### config.mk
export PLATFORM = sky130hd
export DESIGN_NAME = triplet_context_flip_engine_unit
export DESIGN_NICKNAME = d
export VERILOG_FILES = /design/src/rtl/tcfe_pkg.sv /design/src/rtl/triplet_context_flip_engine_unit.sv /design/src/rtl/tcfe_counts.sv
export SDC_FILE = /design/constraint.sdc
export NUM_CORES = 2
export LEC_CHECK = 0
export BUFFER_PORTS_ARGS = -buffer_cell sky130_fd_sc_hd__buf_2
export CAP_MARGIN = 20
export CORE_UTILIZATION = 47
export CTS_CLUSTER_SIZE = 20
export DETAILED_ROUTE_END_ITERATION = 16
export PLACE_DENSITY = 0.65
export SLEW_MARGIN = 20
export SYNTH_ARGS = -nofsm -noshare
export SYNTH_HDL_FRONTEND = slang
export SYNTH_SLANG_ARGS = --single-unit
### constraint.sdc
create_clock -name aclk -period 99.8 [get_ports aclk]
set_input_delay 9.98 -clock aclk [delete_from_list [all_inputs] [get_ports aclk]]
set_output_delay 9.98 -clock aclk [all_outputs]
set_load 0.01 [all_outputs]
### src/rtl/tcfe_pkg.sv
package tcfe_pkg;

    localparam int FUNC_W     = 2;
    localparam int SITE_IDX_W = 10;
    localparam int CTX_W      = 3;
    localparam int N_CTX      = 8;
    localparam int DRAW_W     = 32;
    localparam int COUNT_W    = 11;
    localparam int STATUS_W   = 2;

    localparam logic [COUNT_W-1:0] SITE_COUNT_RESET = 11'd1024;
    localparam int MIN_SITES = 3;

    typedef enum logic [FUNC_W-1:0] {
        FUNC_LOAD    = 2'd0,
        FUNC_RECOUNT = 2'd1,
        FUNC_JUMP    = 2'd2
    } func_t;

    typedef enum logic [STATUS_W-1:0] {
        STATUS_OK        = 2'd0,
        STATUS_NO_MATCH  = 2'd1,
        STATUS_BAD_INDEX = 2'd2
    } status_t;

    typedef enum logic [2:0] {
        ST_CLEAR,
        ST_IDLE,
        ST_DISPATCH,
        ST_RANK,
        ST_SCAN,
        ST_FETCH,
        ST_ADJUST,
        ST_DONE
    } state_t;

    typedef logic [N_CTX-1:0][COUNT_W-1:0] count_vec_t;

    typedef struct packed {
        logic             clear;
        logic             bump;
        logic             up;
        logic [CTX_W-1:0] idx;
    } count_cmd_t;

endpackage

### src/rtl/triplet_context_flip_engine_unit.sv
// Triplet-context flip engine. Holds a sequence of up to MAX_SITES site bits in
// a single-port-write, single-port-read memory and eight context counters. A load
// or an unused function code is settled in the dispatch state. A recount or a jump
// reads the sequence one site per cycle through the memory read port, and all
// counter updates go through one shared increment/decrement unit, one update per
// cycle (up to six for a flip). The rank of a jump comes from one registered
// DRAW_W by COUNT_W multiply. After reset a clearing pass writes every site to
// zero, during which no item is taken; configuration writes are taken at any time.
// A result waits in an output register, so the next item may be accepted before
// the previous result is taken.
module triplet_context_flip_engine_unit #(
    parameter int MAX_SITES = 1024,
    parameter int DRAW_BITS = 32
) (
    input  logic                              aclk,
    input  logic                              aresetn,
    input  logic                              cfg_wr_en,
    input  logic [tcfe_pkg::COUNT_W-1:0]      cfg_wr_data,
    input  logic                              s_valid,
    output logic                              s_ready,
    input  logic [tcfe_pkg::FUNC_W-1:0]       s_func,
    input  logic [tcfe_pkg::SITE_IDX_W-1:0]   s_site_index,
    input  logic                              s_site_value,
    input  logic [tcfe_pkg::CTX_W-1:0]        s_context_code,
    input  logic [tcfe_pkg::DRAW_W-1:0]       s_uniform_draw,
    output logic                              m_valid,
    input  logic                              m_ready,
    output logic [tcfe_pkg::STATUS_W-1:0]     m_status,
    output logic [tcfe_pkg::SITE_IDX_W-1:0]   m_flipped_position,
    output logic [tcfe_pkg::COUNT_W-1:0]      m_count_000,
    output logic [tcfe_pkg::COUNT_W-1:0]      m_count_001,
    output logic [tcfe_pkg::COUNT_W-1:0]      m_count_010,
    output logic [tcfe_pkg::COUNT_W-1:0]      m_count_011,
    output logic [tcfe_pkg::COUNT_W-1:0]      m_count_100,
    output logic [tcfe_pkg::COUNT_W-1:0]      m_count_101,
    output logic [tcfe_pkg::COUNT_W-1:0]      m_count_110,
    output logic [tcfe_pkg::COUNT_W-1:0]      m_count_111
);
    import tcfe_pkg::*;

    localparam int AW     = $clog2(MAX_SITES);
    localparam int NW     = (AW + 1 > COUNT_W) ? AW + 1 : COUNT_W;
    localparam int U_KEEP = (DRAW_BITS < DRAW_W) ? DRAW_BITS : DRAW_W;
    localparam int PROD_W = DRAW_W + COUNT_W;
    localparam logic [DRAW_W-1:0] U_MASK = {DRAW_W{1'b1}} >> (DRAW_W - U_KEEP);
    localparam logic [AW-1:0]     CLR_LAST = AW'(MAX_SITES - 1);
    localparam logic [2:0]        ADJ_LAST = 3'd5;

    // site memory
    logic          mem [MAX_SITES];
    logic          mem_we;
    logic [AW-1:0] mem_waddr;
    logic          mem_wdata;
    logic          mem_re;
    logic          rdata_reg;
    logic          rvalid_reg;

    // control and item registers
    state_t             state_reg, state_next;
    logic [COUNT_W-1:0] site_count_reg;
    logic [FUNC_W-1:0]  func_reg, func_next;
    logic [NW-1:0]      idx_reg, idx_next;
    logic               val_reg, val_next;
    logic [CTX_W-1:0]   ctx_reg, ctx_next;
    logic [DRAW_W-1:0]  u_reg, u_next;
    logic [COUNT_W-1:0] rank_reg, rank_next;
    logic [COUNT_W-1:0] seen_reg, seen_next;
    logic [NW-1:0]      rd_addr_reg, rd_addr_next;
    logic [NW-1:0]      da_reg, da_next;
    logic [2:0]         win_reg, win_next;
    logic [NW-1:0]      hit_reg, hit_next;
    logic               l2_reg, l2_next;
    logic               l1_reg, l1_next;
    logic               c_reg, c_next;
    logic               r1_reg, r1_next;
    logic               r2_reg, r2_next;
    logic               has_l2_reg, has_l2_next;
    logic               has_r2_reg, has_r2_next;
    logic [2:0]         step_reg, step_next;
    logic [AW-1:0]      clr_reg, clr_next;
    status_t            status_reg, status_next;

    // output register
    logic               m_valid_reg, m_valid_next;
    status_t            m_status_reg, m_status_next;
    logic [NW-1:0]      m_pos_reg, m_pos_next;
    count_vec_t         m_counts_reg, m_counts_next;

    count_cmd_t         cnt_cmd;
    count_vec_t         counts;
    logic [NW-1:0]      n_eff;
    logic [NW-1:0]      n_last;
    logic [PROD_W-1:0]  product;

    tcfe_counts u_counts (
        .aclk    (aclk),
        .aresetn (aresetn),
        .cmd     (cnt_cmd),
        .counts  (counts)
    );

    always_comb begin
        logic [NW-1:0] sc;
        sc = NW'(site_count_reg);
        if (sc < NW'(MIN_SITES)) begin
            n_eff = NW'(MIN_SITES);
        end else if (sc > NW'(MAX_SITES)) begin
            n_eff = NW'(MAX_SITES);
        end else begin
            n_eff = sc;
        end
    end

    assign n_last  = n_eff - 1'b1;
    assign product = PROD_W'(u_reg & U_MASK) * PROD_W'(counts[ctx_reg]);

    always_comb begin
        logic [CTX_W-1:0] scan_ctx;
        logic             nc;
        scan_ctx      = {win_reg[1], win_reg[0], rdata_reg};
        nc            = ~c_reg;
        state_next    = state_reg;
        func_next     = func_reg;
        idx_next      = idx_reg;
        val_next      = val_reg;
        ctx_next      = ctx_reg;
        u_next        = u_reg;
        rank_next     = rank_reg;
        seen_next     = seen_reg;
        rd_addr_next  = rd_addr_reg;
        da_next       = da_reg;
        win_next      = win_reg;
        hit_next      = hit_reg;
        l2_next       = l2_reg;
        l1_next       = l1_reg;
        c_next        = c_reg;
        r1_next       = r1_reg;
        r2_next       = r2_reg;
        has_l2_next   = has_l2_reg;
        has_r2_next   = has_r2_reg;
        step_next     = step_reg;
        clr_next      = clr_reg;
        status_next   = status_reg;
        m_valid_next  = m_valid_reg && !m_ready;
        m_status_next = m_status_reg;
        m_pos_next    = m_pos_reg;
        m_counts_next = m_counts_reg;
        mem_we        = 1'b0;
        mem_waddr     = clr_reg;
        mem_wdata     = 1'b0;
        mem_re        = 1'b0;
        cnt_cmd       = '0;
        s_ready       = 1'b0;

        case (state_reg)
            ST_CLEAR: begin
                mem_we   = 1'b1;
                clr_next = clr_reg + 1'b1;
                if (clr_reg == CLR_LAST) begin
                    state_next = ST_IDLE;
                end
            end
            ST_IDLE: begin
                s_ready = 1'b1;
                if (s_valid) begin
                    func_next   = s_func;
                    idx_next    = NW'(s_site_index);
                    val_next    = s_site_value;
                    ctx_next    = s_context_code;
                    u_next      = s_uniform_draw;
                    status_next = STATUS_OK;
                    hit_next    = '0;
                    state_next  = ST_DISPATCH;
                end
            end
            ST_DISPATCH: begin
                rd_addr_next = '0;
                da_next      = '0;
                seen_next    = '0;
                state_next   = ST_DONE;
                case (func_reg)
                    FUNC_LOAD: begin
                        if (idx_reg >= n_eff) begin
                            status_next = STATUS_BAD_INDEX;
                        end else begin
                            mem_we    = 1'b1;
                            mem_waddr = idx_reg[AW-1:0];
                            mem_wdata = val_reg;
                        end
                    end
                    FUNC_RECOUNT: begin
                        cnt_cmd.clear = 1'b1;
                        state_next    = ST_SCAN;
                    end
                    FUNC_JUMP: begin
                        if (counts[ctx_reg] == '0) begin
                            status_next = STATUS_NO_MATCH;
                        end else begin
                            state_next = ST_RANK;
                        end
                    end
                    default: ;
                endcase
            end
            ST_RANK: begin
                rank_next  = COUNT_W'(product >> DRAW_BITS) + 1'b1;
                state_next = ST_SCAN;
            end
            ST_SCAN: begin
                // keep one read in flight ahead of the site being judged
                if (rd_addr_reg < n_eff) begin
                    mem_re       = 1'b1;
                    rd_addr_next = rd_addr_reg + 1'b1;
                end
                if (rvalid_reg) begin
                    da_next  = da_reg + 1'b1;
                    win_next = {win_reg[1:0], rdata_reg};
                    if (da_reg >= NW'(2)) begin
                        if (func_reg == FUNC_RECOUNT) begin
                            cnt_cmd.bump = 1'b1;
                            cnt_cmd.up   = 1'b1;
                            cnt_cmd.idx  = scan_ctx;
                            if (da_reg == n_last) begin
                                state_next = ST_DONE;
                            end
                        end else if ((scan_ctx == ctx_reg) && (seen_reg + 1'b1 == rank_reg)) begin
                            hit_next    = da_reg - 1'b1;
                            l2_next     = win_reg[2];
                            l1_next     = win_reg[1];
                            c_next      = win_reg[0];
                            r1_next     = rdata_reg;
                            has_l2_next = da_reg > NW'(2);
                            state_next  = ST_FETCH;
                        end else begin
                            if (scan_ctx == ctx_reg) begin
                                seen_next = seen_reg + 1'b1;
                            end
                            if (da_reg == n_last) begin
                                status_next = STATUS_NO_MATCH;
                                state_next  = ST_DONE;
                            end
                        end
                    end
                end
            end
            ST_FETCH: begin
                // the read issued with the hit brings the site two to the right
                r2_next     = rdata_reg;
                has_r2_next = rvalid_reg;
                step_next   = '0;
                state_next  = ST_ADJUST;
            end
            ST_ADJUST: begin
                step_next = step_reg + 1'b1;
                case (step_reg)
                    3'd0: begin
                        cnt_cmd.bump = has_l2_reg;
                        cnt_cmd.idx  = {l2_reg, l1_reg, c_reg};
                    end
                    3'd1: begin
                        cnt_cmd.bump = has_l2_reg;
                        cnt_cmd.up   = 1'b1;
                        cnt_cmd.idx  = {l2_reg, l1_reg, nc};
                    end
                    3'd2: begin
                        cnt_cmd.bump = 1'b1;
                        cnt_cmd.idx  = {l1_reg, c_reg, r1_reg};
                    end
                    3'd3: begin
                        cnt_cmd.bump = 1'b1;
                        cnt_cmd.up   = 1'b1;
                        cnt_cmd.idx  = {l1_reg, nc, r1_reg};
                    end
                    3'd4: begin
                        cnt_cmd.bump = has_r2_reg;
                        cnt_cmd.idx  = {c_reg, r1_reg, r2_reg};
                    end
                    3'd5: begin
                        cnt_cmd.bump = has_r2_reg;
                        cnt_cmd.up   = 1'b1;
                        cnt_cmd.idx  = {nc, r1_reg, r2_reg};
                    end
                    default: ;
                endcase
                if (step_reg == ADJ_LAST) begin
                    mem_we     = 1'b1;
                    mem_waddr  = hit_reg[AW-1:0];
                    mem_wdata  = nc;
                    state_next = ST_DONE;
                end
            end
            ST_DONE: begin
                // hold until the output register is free
                if (!m_valid_reg || m_ready) begin
                    m_valid_next  = 1'b1;
                    m_status_next = status_reg;
                    m_pos_next    = (status_reg == STATUS_OK) ? hit_reg : '0;
                    m_counts_next = counts;
                    state_next    = ST_IDLE;
                end
            end
            default: state_next = ST_IDLE;
        endcase
    end

    always_ff @(posedge aclk) begin
        if (mem_we) begin
            mem[mem_waddr] <= mem_wdata;
        end
        if (mem_re) begin
            rdata_reg <= mem[rd_addr_reg[AW-1:0]];
        end
    end

    always_ff @(posedge aclk) begin
        if (!aresetn) begin
            state_reg      <= ST_CLEAR;
            site_count_reg <= SITE_COUNT_RESET;
            clr_reg        <= '0;
            rvalid_reg     <= 1'b0;
            m_valid_reg    <= 1'b0;
        end else begin
            state_reg   <= state_next;
            clr_reg     <= clr_next;
            rvalid_reg  <= mem_re;
            m_valid_reg <= m_valid_next;
            if (cfg_wr_en) begin
                site_count_reg <= cfg_wr_data;
            end
        end
    end

    always_ff @(posedge aclk) begin
        func_reg      <= func_next;
        idx_reg       <= idx_next;
        val_reg       <= val_next;
        ctx_reg       <= ctx_next;
        u_reg         <= u_next;
        rank_reg      <= rank_next;
        seen_reg      <= seen_next;
        rd_addr_reg   <= rd_addr_next;
        da_reg        <= da_next;
        win_reg       <= win_next;
        hit_reg       <= hit_next;
        l2_reg        <= l2_next;
        l1_reg        <= l1_next;
        c_reg         <= c_next;
        r1_reg        <= r1_next;
        r2_reg        <= r2_next;
        has_l2_reg    <= has_l2_next;
        has_r2_reg    <= has_r2_next;
        step_reg      <= step_next;
        status_reg    <= status_next;
        m_status_reg  <= m_status_next;
        m_pos_reg     <= m_pos_next;
        m_counts_reg  <= m_counts_next;
    end

    assign m_valid            = m_valid_reg;
    assign m_status           = m_status_reg;
    assign m_flipped_position = m_pos_reg[SITE_IDX_W-1:0];
    assign m_count_000        = m_counts_reg[0];
    assign m_count_001        = m_counts_reg[1];
    assign m_count_010        = m_counts_reg[2];
    assign m_count_011        = m_counts_reg[3];
    assign m_count_100        = m_counts_reg[4];
    assign m_count_101        = m_counts_reg[5];
    assign m_count_110        = m_counts_reg[6];
    assign m_count_111        = m_counts_reg[7];

`ifndef SYNTHESIS
    a_pos_only_on_ok: assert property (@(posedge aclk) disable iff (!aresetn)
        (m_valid_reg && (m_status_reg != STATUS_OK)) |-> (m_pos_reg == '0))
        else $error("flipped position set on a failed operation");

    a_hit_interior: assert property (@(posedge aclk) disable iff (!aresetn)
        (state_reg == ST_ADJUST) |-> ((hit_reg >= NW'(1)) && (hit_reg + 1'b1 < n_eff)))
        else $error("flip outside the interior sites");

    a_scan_in_range: assert property (@(posedge aclk) disable iff (!aresetn)
        ((state_reg == ST_SCAN) && rvalid_reg) |-> (da_reg < n_eff))
        else $error("scan ran past the last site");

    a_accept_dispatch: assert property (@(posedge aclk) disable iff (!aresetn)
        (s_valid && s_ready) |=> (state_reg == ST_DISPATCH))
        else $error("accepted beat not dispatched");
`endif

endmodule

### src/rtl/tcfe_counts.sv
module tcfe_counts (
    input  logic                aclk,
    input  logic                aresetn,
    input  tcfe_pkg::count_cmd_t cmd,
    output tcfe_pkg::count_vec_t counts
);
    import tcfe_pkg::*;

    count_vec_t counts_reg;
    count_vec_t counts_next;

    // One shared incrementer/decrementer serves every counter; wraps modulo 2^COUNT_W.
    always_comb begin
        logic [COUNT_W-1:0] sel;
        sel         = counts_reg[cmd.idx];
        counts_next = counts_reg;
        if (cmd.clear) begin
            counts_next = '0;
        end else if (cmd.bump) begin
            counts_next[cmd.idx] = cmd.up ? (sel + 1'b1) : (sel - 1'b1);
        end
    end

    always_ff @(posedge aclk) begin
        if (!aresetn) begin
            counts_reg <= '0;
        end else begin
            counts_reg <= counts_next;
        end
    end

    assign counts = counts_reg;

`ifndef SYNTHESIS
    a_clear_exclusive: assert property (@(posedge aclk) disable iff (!aresetn)
        cmd.clear |=> (counts_reg == '0))
        else $error("counters not zero after clear");
`endif

endmodule
---- After elaboration in Yosys (flattened, before gate mapping) ----
Memories as Yosys holds them, arrays and structs flattened. A register that Yosys moved wholly into a read port is not among the register bits.
Index checks and enable logic that the tools add are counted.
storage, ports and cells
  bits of input ports ..................... 64
  memory bits (writable) .................. 1024
  memories ................................ 1
  output and inout bits ................... 102
  word-level logic and storage cells ...... 207
  bits in registers ....................... 331
memories
  name  depth  bits a word  rd ports  clocked after Yosys merged registers in  write ports  RTL line                                RTL
  mem   1024   1            1         1                                        1            triplet_context_flip_engine_unit.sv:50  logic mem [MAX_SITES];
cells by class
  add/subtract/negate cells ............... 10
  equal/unequal tests ..................... 33
  reduce and logical (&&, ||, !) cells .... 30
  mux-type cells .......................... 77
  $mul .................................... 1
  $lt $le $gt $ge ......................... 9
  bitwise gates (word level) .............. 3
operator list
  operator                                                             number
  two-way mux 11 bit                                                   13
  bitwise mux 88 bit                                                   1
  two-way mux 10 bit                                                   8
  binary-select mux 11 bit (select 3 bit)                              2
  one-hot mux 11 bit (2 select lines)                                  3
  adder 11 x 1 -> 11 bit (second input constant)                       5
  multiplier 32 x 11 -> 43 bit                                         1
  one-hot mux 10 bit (2 select lines)                                  2
  demux 11 bit (select 3 bit)                                          1
  two-way mux 3 bit                                                    10
  inequality test 2 bit (second input constant)                        12
  one-hot mux 3 bit (8 select lines)                                   1
  equality test 11 bit                                                 2
  subtractor 11 x 1 -> 11 bit (second input constant)                  2
  equality test 3 bit (second input constant)                          6
  one-hot mux 3 bit (6 select lines)                                   1
  AND reduction 6 bit                                                  3
  two-way mux 1 bit                                                    16
  two-way mux 2 bit                                                    8
  two-way mux 5 bit                                                    3
  equality test 3 x 2 -> 1 bit (second input constant)                 4
  one-hot mux 3 bit (2 select lines)                                   2
  greater-or-equal comparator 10 x 11 -> 1 bit                         1
  greater-or-equal comparator 11 x 2 -> 1 bit (second input constant)  1
  other kinds (35)                                                     55

---- Logic depth before layout (Yosys ltp) ----
  depth in word-level cells ............... 11
  depth in mapped cells ................... 34
  gate-level depth less buffers ........... 30

---- By module ----
A second synthesis with hierarchy kept.
second synthesis, totals
  cell total of the unflattened synthesis .. 5423
  area total of the unflattened synthesis .. 70299.9 um2
by module, submodules not included
  module                            seq. area each (um2)  area each (um2)  cells each  times used
  triplet_context_flip_engine_unit  37816.3               65905.7          4881        1
  tcfe_counts                       1761.7                4394.2           542         1

---- Worst setup path before layout ----
No wires, ideal clock.
  path kind ............................... register to register
  start ................................... register state_reg[0]
  end ..................................... memory mem[0] (data pin)
  stages on the path, launching flop included .. 6
  period minus slack after synthesis ...... 50.457 ns
  setup time .............................. 8.298 ns
  data arrival time ....................... 42.158 ns
  slack ................................... 49.343 ns
  cell sequence ........................... dfxtp_1 > clkbuf_1 > nor2b_1 > clkbuf_1 > nand2_1 > o31ai_1
between the ends
  cells in the longest elaborated chain, start to end .. 2
ends and longest elaborated chain
  element                                                                     RTL line                                 RTL
  start, declared                                                             triplet_context_flip_engine_unit.sv:59   state_t state_reg, state_next;
  start signal, assigned                                                      triplet_context_flip_engine_unit.sv:323  state_reg <= state_next;
  equality test 3 bit / equality test 3 x 2 -> 1 bit (equally long branches)  triplet_context_flip_engine_unit.sv:155  case (state_reg)
  one-hot mux 1 bit (2 select lines) (*)                                      triplet_context_flip_engine_unit.sv:155
  via mem_wdata                                                               triplet_context_flip_engine_unit.sv:53   logic mem_wdata;
  end, declared                                                               triplet_context_flip_engine_unit.sv:50
Mark *: on every way through the listed nets, which the timed path passes. The rest lies on a longest branch.

---- Worst setup path in the final report ----
  start ................................... register state_reg[0]
  end ..................................... output port s_ready
between the ends
  cells in the longest elaborated chain, start to end .. 2
ends and longest elaborated chain
  element                       RTL line                                 RTL
  equality test 3 x 1 -> 1 bit  triplet_context_flip_engine_unit.sv:155
  two-way mux 1 bit             triplet_context_flip_engine_unit.sv:155
  end, declared                 triplet_context_flip_engine_unit.sv:20   output logic s_ready,
No other way between the ends.

==> metrics.md <==
| Metric | Value |
|---|---|
| Multiplexer share of the synthesized area | `12.5%` |
| Number of antenna diodes | `0` |
| Critical Path Start Type | `register` |
| Total count of max-transition violations in the final report | `0` |
| Share of the clock period used by the worst path after layout | `12.2%` |
| Post-synth EDFFs | `1242` |
| Power density over cell area | `14.8 mW/mm^2` |
| DR WL/cell | `24.8 um` |
| Worst slack on hold paths | `0.441 ns` |
| Number of buffer cells added on primary ports | `165` |
| Buffer levels on the longest clock path | `3` |
| Async SR Flop Fraction | `0%` |
| Library cell used as clock root buffer | `sky130_fd_sc_hd__clkbuf_16` |
| Data required time at the worst endpoint | `89.82 ns` |
| Part of the Yosys area used for sequential elements | `56.1%` |
| Hold Startpoint | `win_reg[2]` |
| Sink count of the clock tree | `1356` |
| Commonest non-fill, non-tap cells in the layout | `sky130_fd_sc_hd__edfxtp_1, sky130_fd_sc_hd__nor2_1, sky130_fd_sc_hd__nand2_1` |
| Tmin final | `12.21 ns` |
| Hold Path Depth | `0` |
| Seq cells post-synth | `1356` |
| Worst-case vdd ir drop | `0.0181 mV` |
| Die Y | `389 um` |
| Clock Latency Late Sink | `0.79 ns` |
| Clock transition at the register clock pins on the worst setup and hold paths after CTS | `0.06 ns` |
| PostCTS Resize Cnt | `0` |
| Synthesized netlist cell count | `5426` |
| Antenna violation net count after detailed routing | `0` |
| Remaining global-route overflow | `0` |
| Final worst-path setup slack | `87.59 ns` |
| Most frequent standard cell in the layout excluding fill and tap cells | `sky130_fd_sc_hd__edfxtp_1` |
| 1st-pass router iterations | `7` |
| Number of failing hold endpoints at the final stage | `0` |
| Synthesized Nets | `5883` |
| Mean instance size in the synthesized netlist | `13.0 um^2` |
| Most common flop cell mapped by yosys | `sky130_fd_sc_hd__edfxtp_1` |
| TritonCTS clock tree | `done` |
| Worst Reg2Reg Path Length in Cells | `28` |
| Initial Util | `47.6%` |
| Critical path buffer and inverter count | `1` |
| Worst r2r src | `ctx_reg[0]` |
| Max_cap viols | `0` |
| Final setup violating endpoints | `0` |
| Area grow syn2layout | `10.3%` |
| Width of the chip | `389 um` |
| Transition time at the pin with the least slew margin | `1.24 ns` |
| Global-route usage over all layers | `24.7%` |
| Max FFs per register | `1024` |
| Netlist area before placement | `0.0706 mm^2` |
| CP max stage cell | `sky130_fd_sc_hd__dfxtp_1` |
| Distinct cell type count after synthesis | `85` |
| Number of buffers inserted to repair setup after CTS | `0` |
| Worst Path Arrival | `2.23 ns` |
| Top-level port count | `166` |
| Number of warnings printed during yosys synthesis | `0` |
| Via count of the first global-routing pass | `44494` |
| Run status | `completed` |
| Highest cell delay on the worst timing path | `0.63 ns` |
| Crit path max-delay family | `flip-flops` |
| Number of buffers inserted during clock tree synthesis | `145` |
| Total die area | `0.152 mm^2` |
| Placeable Area | `0.148 mm^2` |
| Area fraction in compound gates after synthesis | `3.40%` |
| Post-Route WL | `187000 um` |
| Setup clock skew after layout | `0.0391 ns` |
| Fraction of final layout cells with drive strength greater than 1 | `16.2%` |
| Hold Buf Count CTS | `0` |
| Min-Delay Endpoint | `l2_reg` |
| DRC errors left | `0` |
| Category of the most critical setup path | `reg2out` |
| Lkg Pwr | `0.0237 uW` |
| Worst setup slack after placement | `87.68 ns` |
| Worst slew margin relative to its limit | `17.5%` |
| Largest driver fanout on the critical path | `17` |
| Routability cong. | `0.874` |
| Post-Synth XOR/XNOR Area | `1.03%` |
| Number of DRC violations after detailed-routing iteration 0 | `5325` |
| Type of the most critical hold path | `reg2reg` |
| Final setup TNS | `0 ns` |
| Maximum number of pins on one net before global-route repair | `302` |
| Endpoint of the most critical register-to-register path | `rank_reg[10]` |
| Peak clock frequency supported by timing | `0.0819 GHz` |
| Simple-gate area share of the yosys netlist | `13.1%` |
| Overall via count from detail_route | `45119` |
| Largest family of logic cells by synthesized area | `simple AND/OR/NAND/NOR gates` |
| Global-route wire length before repair | `282000 um` |
| Unrepaired setup endpoints after global routing | `no` |
| Setup crit end kind | `output pin` |
| Via density | `6.00` |
| Adder and majority gate portion of the synthesized area | `9.83%` |
| Number of antenna violations at the first check in global routing | `1` |
| Worst-case register-to-register setup slack | `90.71 ns` |
| H-tree lvl count | `4` |
| Number of core rows | `141` |
| Fin nets | `5860` |
| DP Wirelength | `106000 um` |
| Cell-by-cell listing of the critical path | `nor3b_1 -> buf_2` |
## worst max path at each step
stage / start / endpoint / cells after the start
after floorplan: state_reg[0] / mem[0] / 5
after global placement: m_ready / m_count_110[10] / 5
after detailed placement: m_ready / m_count_001[1] / 5
after CTS: state_reg[0] / s_ready / 2
after global routing: state_reg[0] / s_ready / 2
final: state_reg[0] / s_ready / 2
## metal layers
layer / GRT usage (%) / wire (um)
met5: 0 / 0
met4: 7.64 / 5370
met3: 4.42 / 17500
met2: 39.6 / 89000
met1: 34.5 / 74700
## area by class of cell
class,count,area [um^2]
fillers,12358,70500
clock buffers,176,3770
multi-input cells,3319,28200
well taps,2002,2500
inverters,293,1100
clock inverters,87,820
flip-flops and latches,1356,39600
repair buffers,288,1870
## kinds of logic (layout without fill, tap and decap cells)
family,Yosys count,count (layout)
simple gates,2056,2056
flops,1356,1356
buf+inv,751,844
mux,429,429
fa+ha+maj,393,393
compound gates,358,358
xor+xnor,83,83
## where the power goes
part	internal (uW)	leakage, uW	switching [uW]
Clock	295	0.00223	230
Combinational	3.52	0.0111	12.8
Sequential	611	0.0103	0.736
Total	910	0.0237	243
## metrics by stage
stage | power, uW | utilization (%) | area (um^2) | std cells
global route | 1180 | 52.5 | 77800 | 7521
detailed placement | 640 | 49.3 | 73200 | 7256
finish | 1150 | 52.5 | 77800 | 7521
CTS | 1160 | 52.4 | 77800 | 7519
global placement | 640 | 49.3 | 73200 | 7256
floorplan | 632 | - | 70600 | 5426
## worst register-to-register path, delay by kind of cell (launching register included)
family                     cells  cell delay [ns]
AOI/OAI and AO/OA              8             1.62
xor gates and xnor gates       1             0.18
adders and majority gates      7             3.08
buffers and inverters          5             0.68
DFF                            1             0.38
muxes                          2             1.26
and+or+nand+nor                5             1.59
## cell usage after synthesis (7+ instances only)
cell                       instances  area share [%]
sky130_fd_sc_hd__nor2b_1          41            0.36
sky130_fd_sc_hd__inv_1           291             1.5
sky130_fd_sc_hd__nor3_1          323             2.3
sky130_fd_sc_hd__a211oi_1         22            0.23
sky130_fd_sc_hd__xnor2_1          44            0.55
sky130_fd_sc_hd__o21a_1           16            0.17
sky130_fd_sc_hd__a21oi_1         106            0.75
sky130_fd_sc_hd__o21ai_0          50            0.35
sky130_fd_sc_hd__edfxtp_1       1242              53
sky130_fd_sc_hd__nand4_1          78            0.69
sky130_fd_sc_hd__nand2b_1         22            0.20
sky130_fd_sc_hd__fa_1            269             7.6
sky130_fd_sc_hd__nand3_1          56            0.40
sky130_fd_sc_hd__a21o_1           20            0.21
sky130_fd_sc_hd__dfxtp_1         114             3.2
sky130_fd_sc_hd__o31ai_1           8           0.085
sky130_fd_sc_hd__mux2i_1          55            0.78
sky130_fd_sc_hd__o211ai_1          7           0.074
sky130_fd_sc_hd__buf_1            28            0.15
sky130_fd_sc_hd__or3_1            10           0.089
sky130_fd_sc_hd__mux2_2            9            0.14
sky130_fd_sc_hd__a31oi_1          12            0.11
sky130_fd_sc_hd__nand2_1         416             2.2
sky130_fd_sc_hd__buf_2            27            0.19
sky130_fd_sc_hd__nor3b_1           8           0.085
sky130_fd_sc_hd__and3_1           47            0.42
sky130_fd_sc_hd__clkbuf_1        402             2.1
sky130_fd_sc_hd__a32o_1           18            0.26
sky130_fd_sc_hd__o221ai_1         11            0.14
sky130_fd_sc_hd__mux4_2          360              11
sky130_fd_sc_hd__xor2_1           39            0.48
sky130_fd_sc_hd__and2_1          128             1.1
sky130_fd_sc_hd__o21ai_1          24            0.17
sky130_fd_sc_hd__ha_1            124             2.2
sky130_fd_sc_hd__nor2_1          884             4.7
sky130_fd_sc_hd__nor4_1           10           0.089
Note: power is estimated with default switching activity, not from simulation.
